--- src/design/scta_pkg.sv ---
package scta_pkg;

  localparam int unsigned KeyTableLen = 59;
  localparam logic [7:0] ReleaseBit  = 8'h80;
  localparam logic [7:0] CodeMask    = 8'h7F;
  localparam logic [7:0] ScLShift    = 8'h2A;
  localparam logic [7:0] ScRShift    = 8'h36;
  localparam logic [7:0] ScCaps      = 8'h3A;

  localparam int unsigned CharW = 7;

  // A decoded character on its way to the queue.
  typedef struct packed {
    logic             valid;
    logic [CharW-1:0] ch;
  } push_t;

  // What the queue did with one beat.
  typedef struct packed {
    logic pop_ok;
    logic overflow;
    logic avail;
  } fifo_stat_t;

  // Set-1 key table, lower case or upper case; a zero means no character.
  function automatic logic [CharW-1:0] key_char(input logic [5:0] code, input logic upper);
    logic [CharW-1:0] c;
    c = '0;
    case (code)
      6'd1:  c = 7'h1B;
      6'd2:  c = upper ? 7'h21 : 7'h31;
      6'd3:  c = upper ? 7'h40 : 7'h32;
      6'd4:  c = upper ? 7'h23 : 7'h33;
      6'd5:  c = upper ? 7'h24 : 7'h34;
      6'd6:  c = upper ? 7'h25 : 7'h35;
      6'd7:  c = upper ? 7'h5E : 7'h36;
      6'd8:  c = upper ? 7'h26 : 7'h37;
      6'd9:  c = upper ? 7'h2A : 7'h38;
      6'd10: c = upper ? 7'h28 : 7'h39;
      6'd11: c = upper ? 7'h29 : 7'h30;
      6'd12: c = upper ? 7'h5F : 7'h2D;
      6'd13: c = upper ? 7'h2B : 7'h3D;
      6'd14: c = 7'h08;
      6'd15: c = 7'h09;
      6'd16: c = upper ? 7'h51 : 7'h71;
      6'd17: c = upper ? 7'h57 : 7'h77;
      6'd18: c = upper ? 7'h45 : 7'h65;
      6'd19: c = upper ? 7'h52 : 7'h72;
      6'd20: c = upper ? 7'h54 : 7'h74;
      6'd21: c = upper ? 7'h59 : 7'h79;
      6'd22: c = upper ? 7'h55 : 7'h75;
      6'd23: c = upper ? 7'h49 : 7'h69;
      6'd24: c = upper ? 7'h4F : 7'h6F;
      6'd25: c = upper ? 7'h50 : 7'h70;
      6'd26: c = upper ? 7'h7B : 7'h5B;
      6'd27: c = upper ? 7'h7D : 7'h5D;
      6'd28: c = 7'h0A;
      6'd30: c = upper ? 7'h41 : 7'h61;
      6'd31: c = upper ? 7'h53 : 7'h73;
      6'd32: c = upper ? 7'h44 : 7'h64;
      6'd33: c = upper ? 7'h46 : 7'h66;
      6'd34: c = upper ? 7'h47 : 7'h67;
      6'd35: c = upper ? 7'h48 : 7'h68;
      6'd36: c = upper ? 7'h4A : 7'h6A;
      6'd37: c = upper ? 7'h4B : 7'h6B;
      6'd38: c = upper ? 7'h4C : 7'h6C;
      6'd39: c = upper ? 7'h3A : 7'h3B;
      6'd40: c = upper ? 7'h22 : 7'h27;
      6'd41: c = upper ? 7'h7E : 7'h60;
      6'd43: c = upper ? 7'h7C : 7'h5C;
      6'd44: c = upper ? 7'h5A : 7'h7A;
      6'd45: c = upper ? 7'h58 : 7'h78;
      6'd46: c = upper ? 7'h43 : 7'h63;
      6'd47: c = upper ? 7'h56 : 7'h76;
      6'd48: c = upper ? 7'h42 : 7'h62;
      6'd49: c = upper ? 7'h4E : 7'h6E;
      6'd50: c = upper ? 7'h4D : 7'h6D;
      6'd51: c = upper ? 7'h3C : 7'h2C;
      6'd52: c = upper ? 7'h3E : 7'h2E;
      6'd53: c = upper ? 7'h3F : 7'h2F;
      6'd55: c = 7'h2A;
      6'd57: c = 7'h20;
      default: c = '0;
    endcase
    return c;
  endfunction

endpackage

--- src/design/scta_in_if.sv ---
interface scta_in_if;
  logic       valid;
  logic       ready;
  logic       action;
  logic [7:0] scan_code;

  modport source (output valid, action, scan_code, input ready);
  modport sink   (input valid, action, scan_code, output ready);
endinterface

--- src/design/scta_out_if.sv ---
interface scta_out_if;
  logic       valid;
  logic       ready;
  logic [6:0] read_char;
  logic       read_valid;
  logic       chars_available;
  logic       overflow;

  modport source (output valid, read_char, read_valid, chars_available, overflow,
                  input ready);
  modport sink   (input valid, read_char, read_valid, chars_available, overflow,
                  output ready);
endinterface

--- src/design/scta_keymap.sv ---
module scta_keymap (
  input  logic                 clk_i,
  input  logic                 rst_ni,
  input  logic                 code_en_i,
  input  logic [7:0]           scan_code_i,
  output scta_pkg::push_t      push_o
);

  logic shift_q, shift_d;
  logic caps_q, caps_d;
  logic [7:0] key;
  logic is_shift_key;

  always_comb begin
    key          = scan_code_i & scta_pkg::CodeMask;
    is_shift_key = (key == scta_pkg::ScLShift) || (key == scta_pkg::ScRShift);
    shift_d      = shift_q;
    caps_d       = caps_q;
    push_o       = '0;
    if (code_en_i) begin
      if ((scan_code_i & scta_pkg::ReleaseBit) != '0) begin
        if (is_shift_key) begin
          shift_d = 1'b0;
        end
      end else if (is_shift_key) begin
        shift_d = 1'b1;
      end else if (scan_code_i == scta_pkg::ScCaps) begin
        caps_d = ~caps_q;
      end else if (scan_code_i < 8'(scta_pkg::KeyTableLen)) begin
        push_o.ch    = scta_pkg::key_char(scan_code_i[5:0], shift_q ^ caps_q);
        push_o.valid = (push_o.ch != '0);
      end
    end
  end

  always_ff @(posedge clk_i or negedge rst_ni) begin
    if (!rst_ni) begin
      shift_q <= 1'b0;
      caps_q  <= 1'b0;
    end else begin
      shift_q <= shift_d;
      caps_q  <= caps_d;
    end
  end

endmodule

--- src/design/scta_fifo.sv ---
module scta_fifo #(
  parameter int unsigned FIFO_DEPTH = 256
) (
  input  logic                              clk_i,
  input  logic                              rst_ni,
  input  scta_pkg::push_t                   push_i,
  input  logic                              pop_i,
  output scta_pkg::fifo_stat_t              stat_o,
  output logic [scta_pkg::CharW-1:0]        rd_data_o
);

  localparam int unsigned IdxW = (FIFO_DEPTH > 1) ? $clog2(FIFO_DEPTH) : 1;
  localparam int unsigned CntW = $clog2(FIFO_DEPTH + 1);

  logic [scta_pkg::CharW-1:0] mem [FIFO_DEPTH];
  logic [scta_pkg::CharW-1:0] rd_data_q;
  logic [IdxW-1:0] wr_idx_q, wr_idx_d;
  logic [IdxW-1:0] rd_idx_q, rd_idx_d;
  logic [CntW-1:0] count_q, count_d;
  logic full, empty, do_push, do_pop;

  always_comb begin
    full     = (count_q == CntW'(FIFO_DEPTH));
    empty    = (count_q == '0);
    do_push  = push_i.valid && !full;
    do_pop   = pop_i && !empty;
    wr_idx_d = wr_idx_q;
    rd_idx_d = rd_idx_q;
    count_d  = count_q;
    if (do_push) begin
      wr_idx_d = (wr_idx_q == IdxW'(FIFO_DEPTH - 1)) ? '0 : wr_idx_q + 1'b1;
      count_d  = count_q + 1'b1;
    end
    if (do_pop) begin
      rd_idx_d = (rd_idx_q == IdxW'(FIFO_DEPTH - 1)) ? '0 : rd_idx_q + 1'b1;
      count_d  = count_q - 1'b1;
    end
    stat_o.pop_ok   = do_pop;
    stat_o.overflow = push_i.valid && full;
    stat_o.avail    = (count_d != '0);
  end

  always_ff @(posedge clk_i or negedge rst_ni) begin
    if (!rst_ni) begin
      wr_idx_q <= '0;
      rd_idx_q <= '0;
      count_q  <= '0;
    end else begin
      wr_idx_q <= wr_idx_d;
      rd_idx_q <= rd_idx_d;
      count_q  <= count_d;
    end
  end

  // Pushes and pops come from different beats, so a pop only ever reads a
  // slot written at an earlier edge.
  always_ff @(posedge clk_i) begin
    if (do_push) begin
      mem[wr_idx_q] <= push_i.ch;
    end
    if (do_pop) begin
      rd_data_q <= mem[rd_idx_q];
    end
  end

  assign rd_data_o = rd_data_q;

endmodule

--- src/design/scancode_to_ascii_with_fifo.sv ---
// A result beat appears in the cycle after its input beat is accepted.
// Throughput: one beat per cycle while the output is not stalled; the single-port character memory serves
// either the push of a scancode beat or the pop of a read beat in each cycle.
// Reset (rst_ni, asynchronous, active low) clears the queue pointers, the
// fill count, the shift and caps flags and the output stage. The character
// memory is not cleared; only slots already written are ever read.
module scancode_to_ascii_with_fifo #(
  parameter int unsigned FIFO_DEPTH = 256
) (
  input  logic        clk_i,
  input  logic        rst_ni,
  scta_in_if.sink     in_i,
  scta_out_if.source  out_o
);

  logic                       accept;
  logic                       code_en;
  logic                       pop_req;
  scta_pkg::push_t            push;
  scta_pkg::fifo_stat_t       stat;
  logic [scta_pkg::CharW-1:0] rd_data;

  // Output stage: one register set holding the result of the last beat.
  logic out_valid_q, out_valid_d;
  scta_pkg::fifo_stat_t stat_q;

  // A new beat is taken whenever the output stage is empty or is being
  // drained in this very cycle, so the block streams at full rate.
  assign in_i.ready = !out_valid_q || out_o.ready;
  assign accept     = in_i.valid && in_i.ready;

  // Scancode beats go to the key decoder, read beats to the queue.
  assign code_en = accept && !in_i.action;
  assign pop_req = accept && in_i.action;

  scta_keymap u_keymap (
    .clk_i       (clk_i),
    .rst_ni      (rst_ni),
    .code_en_i   (code_en),
    .scan_code_i (in_i.scan_code),
    .push_o      (push)
  );

  scta_fifo #(
    .FIFO_DEPTH (FIFO_DEPTH)
  ) u_fifo (
    .clk_i     (clk_i),
    .rst_ni    (rst_ni),
    .push_i    (push),
    .pop_i     (pop_req),
    .stat_o    (stat),
    .rd_data_o (rd_data)
  );

  always_comb begin
    out_valid_d = out_valid_q;
    if (accept) begin
      out_valid_d = 1'b1;
    end else if (out_o.ready) begin
      out_valid_d = 1'b0;
    end
  end

  always_ff @(posedge clk_i or negedge rst_ni) begin
    if (!rst_ni) begin
      out_valid_q <= 1'b0;
      stat_q      <= '0;
    end else begin
      out_valid_q <= out_valid_d;
      if (accept) begin
        stat_q <= stat;
      end
    end
  end

  // The memory's read register holds the popped character; it only changes
  // on a pop, so it stays put while the output beat is stalled. A beat that
  // popped nothing shows zero.
  assign out_o.valid           = out_valid_q;
  assign out_o.read_char       = stat_q.pop_ok ? rd_data : '0;
  assign out_o.read_valid      = stat_q.pop_ok;
  assign out_o.chars_available = stat_q.avail;
  assign out_o.overflow        = stat_q.overflow;

endmodule

--- src/flat_wrapper.sv ---
// flat-port wrapper written by rule: the top's interface ports become plain ports
module scancode_to_ascii_with_fifo_flat 
#(
  parameter int unsigned FIFO_DEPTH = 256
)
  (clk_i, rst_ni, in_i_valid, in_i_action, in_i_scan_code, in_i_ready, out_o_valid, out_o_read_char, out_o_read_valid, out_o_chars_available, out_o_overflow, out_o_ready);
  scta_in_if in_i_i ();
  scta_out_if out_o_i ();
  input  logic clk_i;
  input  logic rst_ni;
  input wire logic [$bits(in_i_i.valid)-1:0] in_i_valid;
  input wire logic [$bits(in_i_i.action)-1:0] in_i_action;
  input wire logic [$bits(in_i_i.scan_code)-1:0] in_i_scan_code;
  output wire logic [$bits(in_i_i.ready)-1:0] in_i_ready;
  output wire logic [$bits(out_o_i.valid)-1:0] out_o_valid;
  output wire logic [$bits(out_o_i.read_char)-1:0] out_o_read_char;
  output wire logic [$bits(out_o_i.read_valid)-1:0] out_o_read_valid;
  output wire logic [$bits(out_o_i.chars_available)-1:0] out_o_chars_available;
  output wire logic [$bits(out_o_i.overflow)-1:0] out_o_overflow;
  input wire logic [$bits(out_o_i.ready)-1:0] out_o_ready;
  assign in_i_i.valid = in_i_valid;
  assign in_i_i.action = in_i_action;
  assign in_i_i.scan_code = in_i_scan_code;
  assign in_i_ready = in_i_i.ready;
  assign out_o_valid = out_o_i.valid;
  assign out_o_read_char = out_o_i.read_char;
  assign out_o_read_valid = out_o_i.read_valid;
  assign out_o_chars_available = out_o_i.chars_available;
  assign out_o_overflow = out_o_i.overflow;
  assign out_o_i.ready = out_o_ready;
  scancode_to_ascii_with_fifo #(.FIFO_DEPTH(FIFO_DEPTH)) u_core (.clk_i(clk_i), .rst_ni(rst_ni), .in_i(in_i_i), .out_o(out_o_i));
endmodule
--- config.mk ---
export PLATFORM = sky130hd
export DESIGN_NAME = scancode_to_ascii_with_fifo_flat
export DESIGN_NICKNAME = d
export VERILOG_FILES = /design/src/design/scta_pkg.sv /design/src/design/scta_in_if.sv /design/src/design/scta_out_if.sv /design/src/design/scta_keymap.sv /design/src/design/scta_fifo.sv /design/src/design/scancode_to_ascii_with_fifo.sv /design/src/flat_wrapper.sv
export SDC_FILE = /design/constraint.sdc
export NUM_CORES = 2
export LEC_CHECK = 0
export ABC_AREA = 1
export ABC_CLOCK_PERIOD_IN_PS = 8850
export BUFFER_PORTS_ARGS = -buffer_cell sky130_fd_sc_hd__buf_2
export CAP_MARGIN = 20
export CELL_PAD_IN_SITES_DETAIL_PLACEMENT = 1
export CELL_PAD_IN_SITES_GLOBAL_PLACEMENT = 1
export CORE_MARGIN = 1.5
export CORE_UTILIZATION = 46
export DETAILED_ROUTE_END_ITERATION = 10
export PLACE_DENSITY = 0.82
export SLEW_MARGIN = 0
export SYNTH_ARGS = -nofsm -noshare
export SYNTH_HDL_FRONTEND = slang
export SYNTH_HIERARCHICAL = 1
export SYNTH_SLANG_ARGS = --single-unit
--- constraint.sdc ---
create_clock -name clk_i -period 8.85 [get_ports clk_i]
set_clock_uncertainty 0.15 [all_clocks]
set_input_delay 2.2125 -clock clk_i [delete_from_list [all_inputs] [get_ports clk_i]]
set_output_delay 2.2125 -clock clk_i [all_outputs]
set_load 0.05 [all_outputs]
# After elaboration in Yosys (flattened, before gate mapping)
# Memory sizes are Yosys's and may differ from the RTL's. A register that Yosys moved wholly into a read port is not among the register bits.
# Index checks and enable logic that the tools add are counted.
[classes] n_reduce_logical=18 magnitude_cmp=1 muxes=70 bitwise=4 n_addsub=4 n_eq_ne=59
[ops] op="$pmux 7 s53" n=1
[ops] op="$mux 6" n=29
[ops] op="$eq 6x6->1 const B" n=23
[ops] op="$eq 6x5->1 const B" n=15
[ops] op="$mux 5" n=13
[ops] op="$mux 7" n=9
[ops] op="$mux 8" n=7
[ops] op="$eq 6x4->1 const B" n=8
[ops] op="$eq 6x3->1 const B" n=4
[ops] op="$mux 9" n=2
[ops] op="$add 8x1->8 const B" n=2
[ops] op="$eq 8x8->1 const B" n=2
[ops] op="$eq 7x6->1 const B" n=2
[ops] op="$eq 6x2->1 const B" n=2
[ops] op="$add 9x1->9 const B" n=1
[ops] op="$eq 9x9->1 const B" n=1
[ops] op="$logic_not 9->1" n=1
[ops] op="$reduce_bool 9->1" n=1
[ops] op="$sub 9x1->9 const B" n=1
[ops] op="$eq 8x6->1 const B" n=1
[ops] op="$lt 8x6->1 const B" n=1
[ops] op="$mux 1" n=8
[ops] op="$reduce_bool 7->1" n=1
[ops] op="$eq 6x1->1 const B" n=1
[ops] op="9 further kinds" n=20
[word_totals] word_cells=166 mem_bits_rw=1792 reg_bits=31 inputBits=13 output_inout_bits=12 mem_count=1
[memory_table] name="u_core.u_fifo.mem" words=256 word_bits=7 read_ports=1 rd_ports_with_merged_regs=1 wr=1 line="scta_fifo.sv:15" rtl="logic [scta_pkg::CharW-1:0] mem [FIFO_DEPTH];"

# Logic depth before layout (Yosys ltp)
[depth] word_depth=18 depth_mapped=23 ltp_nobuf=21

# Hierarchy
# Netlist, hierarchy kept.
[by_module_without_submodules] module="scta_fifo" seq_area_each_um2=54647.4 area_each_um2=77085.2 cells_each=7119 n_inst=1
[by_module_without_submodules] module="scta_keymap" seq_area_each_um2=50.0 area_each_um2=1227.4 cells_each=264 n_inst=1
[by_module_without_submodules] module="scancode_to_ascii_with_fifo" seq_area_each_um2=100.1 area_each_um2=236.5 cells_each=35 n_inst=1

# Worst setup path before layout
# OpenSTA, ideal clock, no wires.
[synth_timing] path_type="input to register" from="input in_i_scan_code[3]" to="memory u_core/u_fifo/mem[0][5] (netlist bit) (data pin)" setup_ns=1.576 arrival_ns=9.875 path_buffers=1 path_slack_ns=-2.751 required_time_ns=7.124 path_stages=10 path_cell_list="nor2_2 -> buf_2 -> nand3_1 -> nand2_1 -> nor2_1 -> nand2_1 -> nor2_1 -> nand2_1 -> nand2_1 -> a21oi_1"
[synth_rtl] item="from (decl)" line="flat_wrapper.sv:13" rtl="input wire logic [$bits(in_i_i.scan_code)-1:0] in_i_scan_code;"
[synth_rtl] item="to (decl)" line="scta_fifo.sv:15"

==> parameters.txt <==
Parameter                              Value

Power
  Switch Pwr    0.009526 W
  Reg power frac    37.7%
  Combinational cell fraction of total power    30.8%
  Internal Pwr Total    0.01615 W
  Peak VDD IR    0.0004116 V
  Switching Fraction    37.11%
  Areal power density over the cells    297.0 nW/um2
  Leakage dissipation    32.84 nW
  Clock network fraction of total power    31.5%

Floorplan
  Starting density of the core    46.35%
  Core area    169500 um2
  Die Span Y    416.2 um
  Top-Level Pins    25
  Std cell rows    151
  Die Outline Area    173200 um2
  Horizontal die dimension    416.2 um

Finish
  Fin cells    9647
  Most common cell after layout, fill and taps aside    nand2_1
  Layout cell share with drive strength beyond 1    5.683%
  Filler cell count    17.88k
  Area growth from synthesis to layout    10.06%
  Summed area of non-filler cells in the final layout    86450 um2
  Nets    7302
  Commonest cells after routing, fill and taps aside    2002 x nand2_1, 1799 x edfxtp_1, 1137 x nor2_1, 716 x nand3_1, 556 x inv_1

Placed design
  Routability congestion estimate    0.8986
  Half-perimeter wire length of the detailed placement result    144.6 mm
  Number of placed instances, taps included    9312
  Placed cell area    80250 um2
  Buffers added on ports    24
  Dpl ws    1.801 ns

Timing
  Relative slew slack    10.50%
  Final clock period utilization by the worst path    72.27%
  Tmin final    6.396 ns
  Slew of the pin with the lowest slew margin    1.343 ns
  Maximum frequency from static timing analysis    156.3 MHz
  Number of hold violations in the final report    0
  Minimum setup slack in the final design    2.454 ns
  Worst Hold Slack    0.3581 ns
  RSZ-0062 raised after global routing    no
  Number of pins with negative max-slew slack in the final report    0
  Setup violation total in the final timing report    0

Status
  Result of the run    complete, no violations

Logic synthesis
  Count of mapped cells out of synthesis    7418
  Number of warning messages in the yosys log    6
  Portion of synthesized cell area occupied by the leading cell type    68.77%
  FF+latch count, synth    1830
  Average footprint of a synthesized cell    10.59 um2
  Distinct cells, synth    38
  Post-synthesis share of cell area spent on and, or, nand and nor gates    20.22%
  Post-Synth XOR/XNOR Area    0.2119%
  Most area-consuming cells after synthesis    edfxtp_1 69%, nand2_1 9.6%, nor2_1 5.4%
  Share of synthesized area spent on multiplexers    0.01274%
  Net count after synthesis    7438
  Share of the yosys chip area belonging to registers    69.76%
  Syn Std Cell Area    78550 um2
  Complex-gate fraction of the synthesized area    4.223%
  Library cell with the largest summed area after synthesis    edfxtp_1
  Dominant combinational cell family by area after synthesis    simple AND/OR/NAND/NOR gates
  Synthesized-area fraction occupied by adder cells    0.1115%

Global route
  Number of antenna violations at the first check in global routing    5
  Maximum number of pins on one net before global-route repair    240
  Number of global-route vias before repair    59.63k
  Total global routing track utilization    28.81%
  Total gr overflow    0
  Global-route wire length before repair    374.6 mm

Route
  Number of remaining DRC errors    0
  Number of detailed-routing iterations run before antenna repair    6
  Routed wire length    250.8 mm
  Avg Vias per Cell    5.827
  Count of antenna-violating nets left after detailed routing    0
  Wire length per cell after detailed routing    26.00 um
  DRC marker count from the first detailed-route iteration    6020
  Via count    56.22k

Clock network
  Max H-tree Level    4
  CTS max path bufs    3
  CTS tree    done
  TritonCTS sink count    1830
  Hold-fix buffers at CTS    0
  Clock network latency to the later pin of the worst-skew pair    0.83 ns
  Post-CTS sizing    0
  Clock-pin transition on the worst setup and hold timing paths    0.07 ns
  Number of buffers added by the clock tree synthesis step    185
  Buffer type at the clock tree root    clkbuf_16
  Number of buffers inserted to repair setup after CTS    0

Critical path
  FF-to-FF setup slack    3.78 ns
  Worst EP required    9.15 ns
  Critical Path Fanout Max    27
  Type of destination of the critical path    flip-flop
  Startpoint Class    input pin
  Type of the worst setup path    in -> reg
  Arrival time of data at the critical path endpoint    6.69 ns

Run
  Reported max-cap violation count    0

Worst hold path
  Class of the worst hold path    reg -> reg
## routing by layer
| metal | share of wire, % | track usage, % | vias to the layer above | routed length (um) |
|---|---|---|---|---|
| li1 | - | - | 24570 | - |
| met1 | 38 | 36.16 | 28160 | 95070 |
| met2 | 48 | 47.84 | 2795 | 121300 |
| met3 | 8.0 | 4.978 | 692 | 20130 |
| met4 | 5.7 | 15.20 | 2 | 14320 |
| met5 | 0.0028 | 0 | - | 7 |
## synthesized netlist by cell type, drive strengths merged
| cell type | number |
|---|---|
| mux2i | 1 |
| edfxtp | 1799 |
| dfrtp | 31 |
| nand4 | 23 |
| clkbuf | 114 |
| nor2 | 1147 |
| nand3b | 3 |
| o22ai | 12 |
| o211ai | 43 |
| nand2 | 2005 |
| a31oi | 3 |
| nor3 | 8 |
| nor3b | 3 |
| xnor2 | 4 |
| inv | 567 |
| clkinv | 5 |
| o21ai | 487 |
| ha | 7 |
| a21boi | 3 |
| a21oi | 88 |
| nor4 | 1 |
| nand3 | 723 |
| xor2 | 15 |
| or2 | 21 |
| buf | 305 |
## path summary, 6_finish.rpt
kind	start	to	cells past startpoint
worst max-delay path	in_i_scan_code[5]	u_core/u_fifo/mem[101][4]	16
worst min-delay path	u_core/out_o.overflow	u_core/out_o.overflow	2
worst max register to register	u_core/out_o.valid	u_core/u_fifo/mem[101][4]	13
worst min register to register	u_core/out_o.overflow	u_core/out_o.overflow	2
max in group asynchronous	rst_ni	u_core/u_fifo/rd_idx_q[0]	1
min in group asynchronous	rst_ni	u_core/out_o.overflow	1
## cell families after synthesis
kind of cell | count (synthesis)
and+or+nand+nor | 3934
DFF | 1830
buffers and inverters | 991
AOI/OAI and AO/OA | 636
xor gates and xnor gates | 19
adders and majority gates | 7
muxes | 1
## sequential cells by signal (all words and copies together), names as in the netlist, 7 cells and up
| register | flops |
|---|---|
| u_core/u_fifo/rd_idx_q | 8 |
| u_core/u_fifo/mem | 1792 |
| u_core/u_fifo/rd_data_o | 7 |
| u_core/u_fifo/wr_idx_q | 8 |
| u_core/u_fifo/count_q | 9 |
## stage by stage
step / TNS (ns) / util (%) / total power (W)
finish: 0 / 51.01 / 0.02567
global route: 0 / 51.01 / 0.02660
CTS: 0 / 51.00 / 0.02557
detailed placement: 0 / 47.35 / 0.01740
global placement: 0 / 47.35 / 0.01703
floorplan: -1808.10 / - / 0.01480
## layout make-up
class | instances | area, um2 | share of cell area (%)
Clock buffer | 226 | 4941 | 5.715
Antenna cell | 3 | 7.507 | 0.008684
Multi-Input combinational cell | 4597 | 19570 | 22.64
Sequential cell | 1830 | 54810 | 63.40
Clock inverter | 105 | 1250 | 1.446
Tap cell | 2218 | 2775 | 3.210
Timing Repair Buffer | 96 | 910.9 | 1.054
Inverter | 572 | 2186 | 2.528
## power by group through the flow
stage	Combinational [W]	Clock [W]	Sequential, W
3_3_place_gp	0.00719	0	0.00984
3_5_place_dp	0.00756	0	0.00985
4_1_cts	0.00774	0.00817	0.00967
5_1_grt	0.00847	0.00845	0.00968
2_1_floorplan	0.00508	0	0.00973
6_report	0.00790	0.00809	0.00967
## critical path, cell delays in order
cell     delay (ns)
buf_2          0.14
nor2_2         0.64
nand2_1        0.34
nand2_1        0.18
nor2_1         0.07
nand2_1        0.06
nor2_1         0.04
nand3_1        0.09
nand2_1        0.07
inv_1          0.07
nand2_1        0.06
buf_4          0.20
inv_2          0.42
nand4_1        0.92
buf_4          0.58
nor2_1         0.55
(Power assumes the default switching activity.)
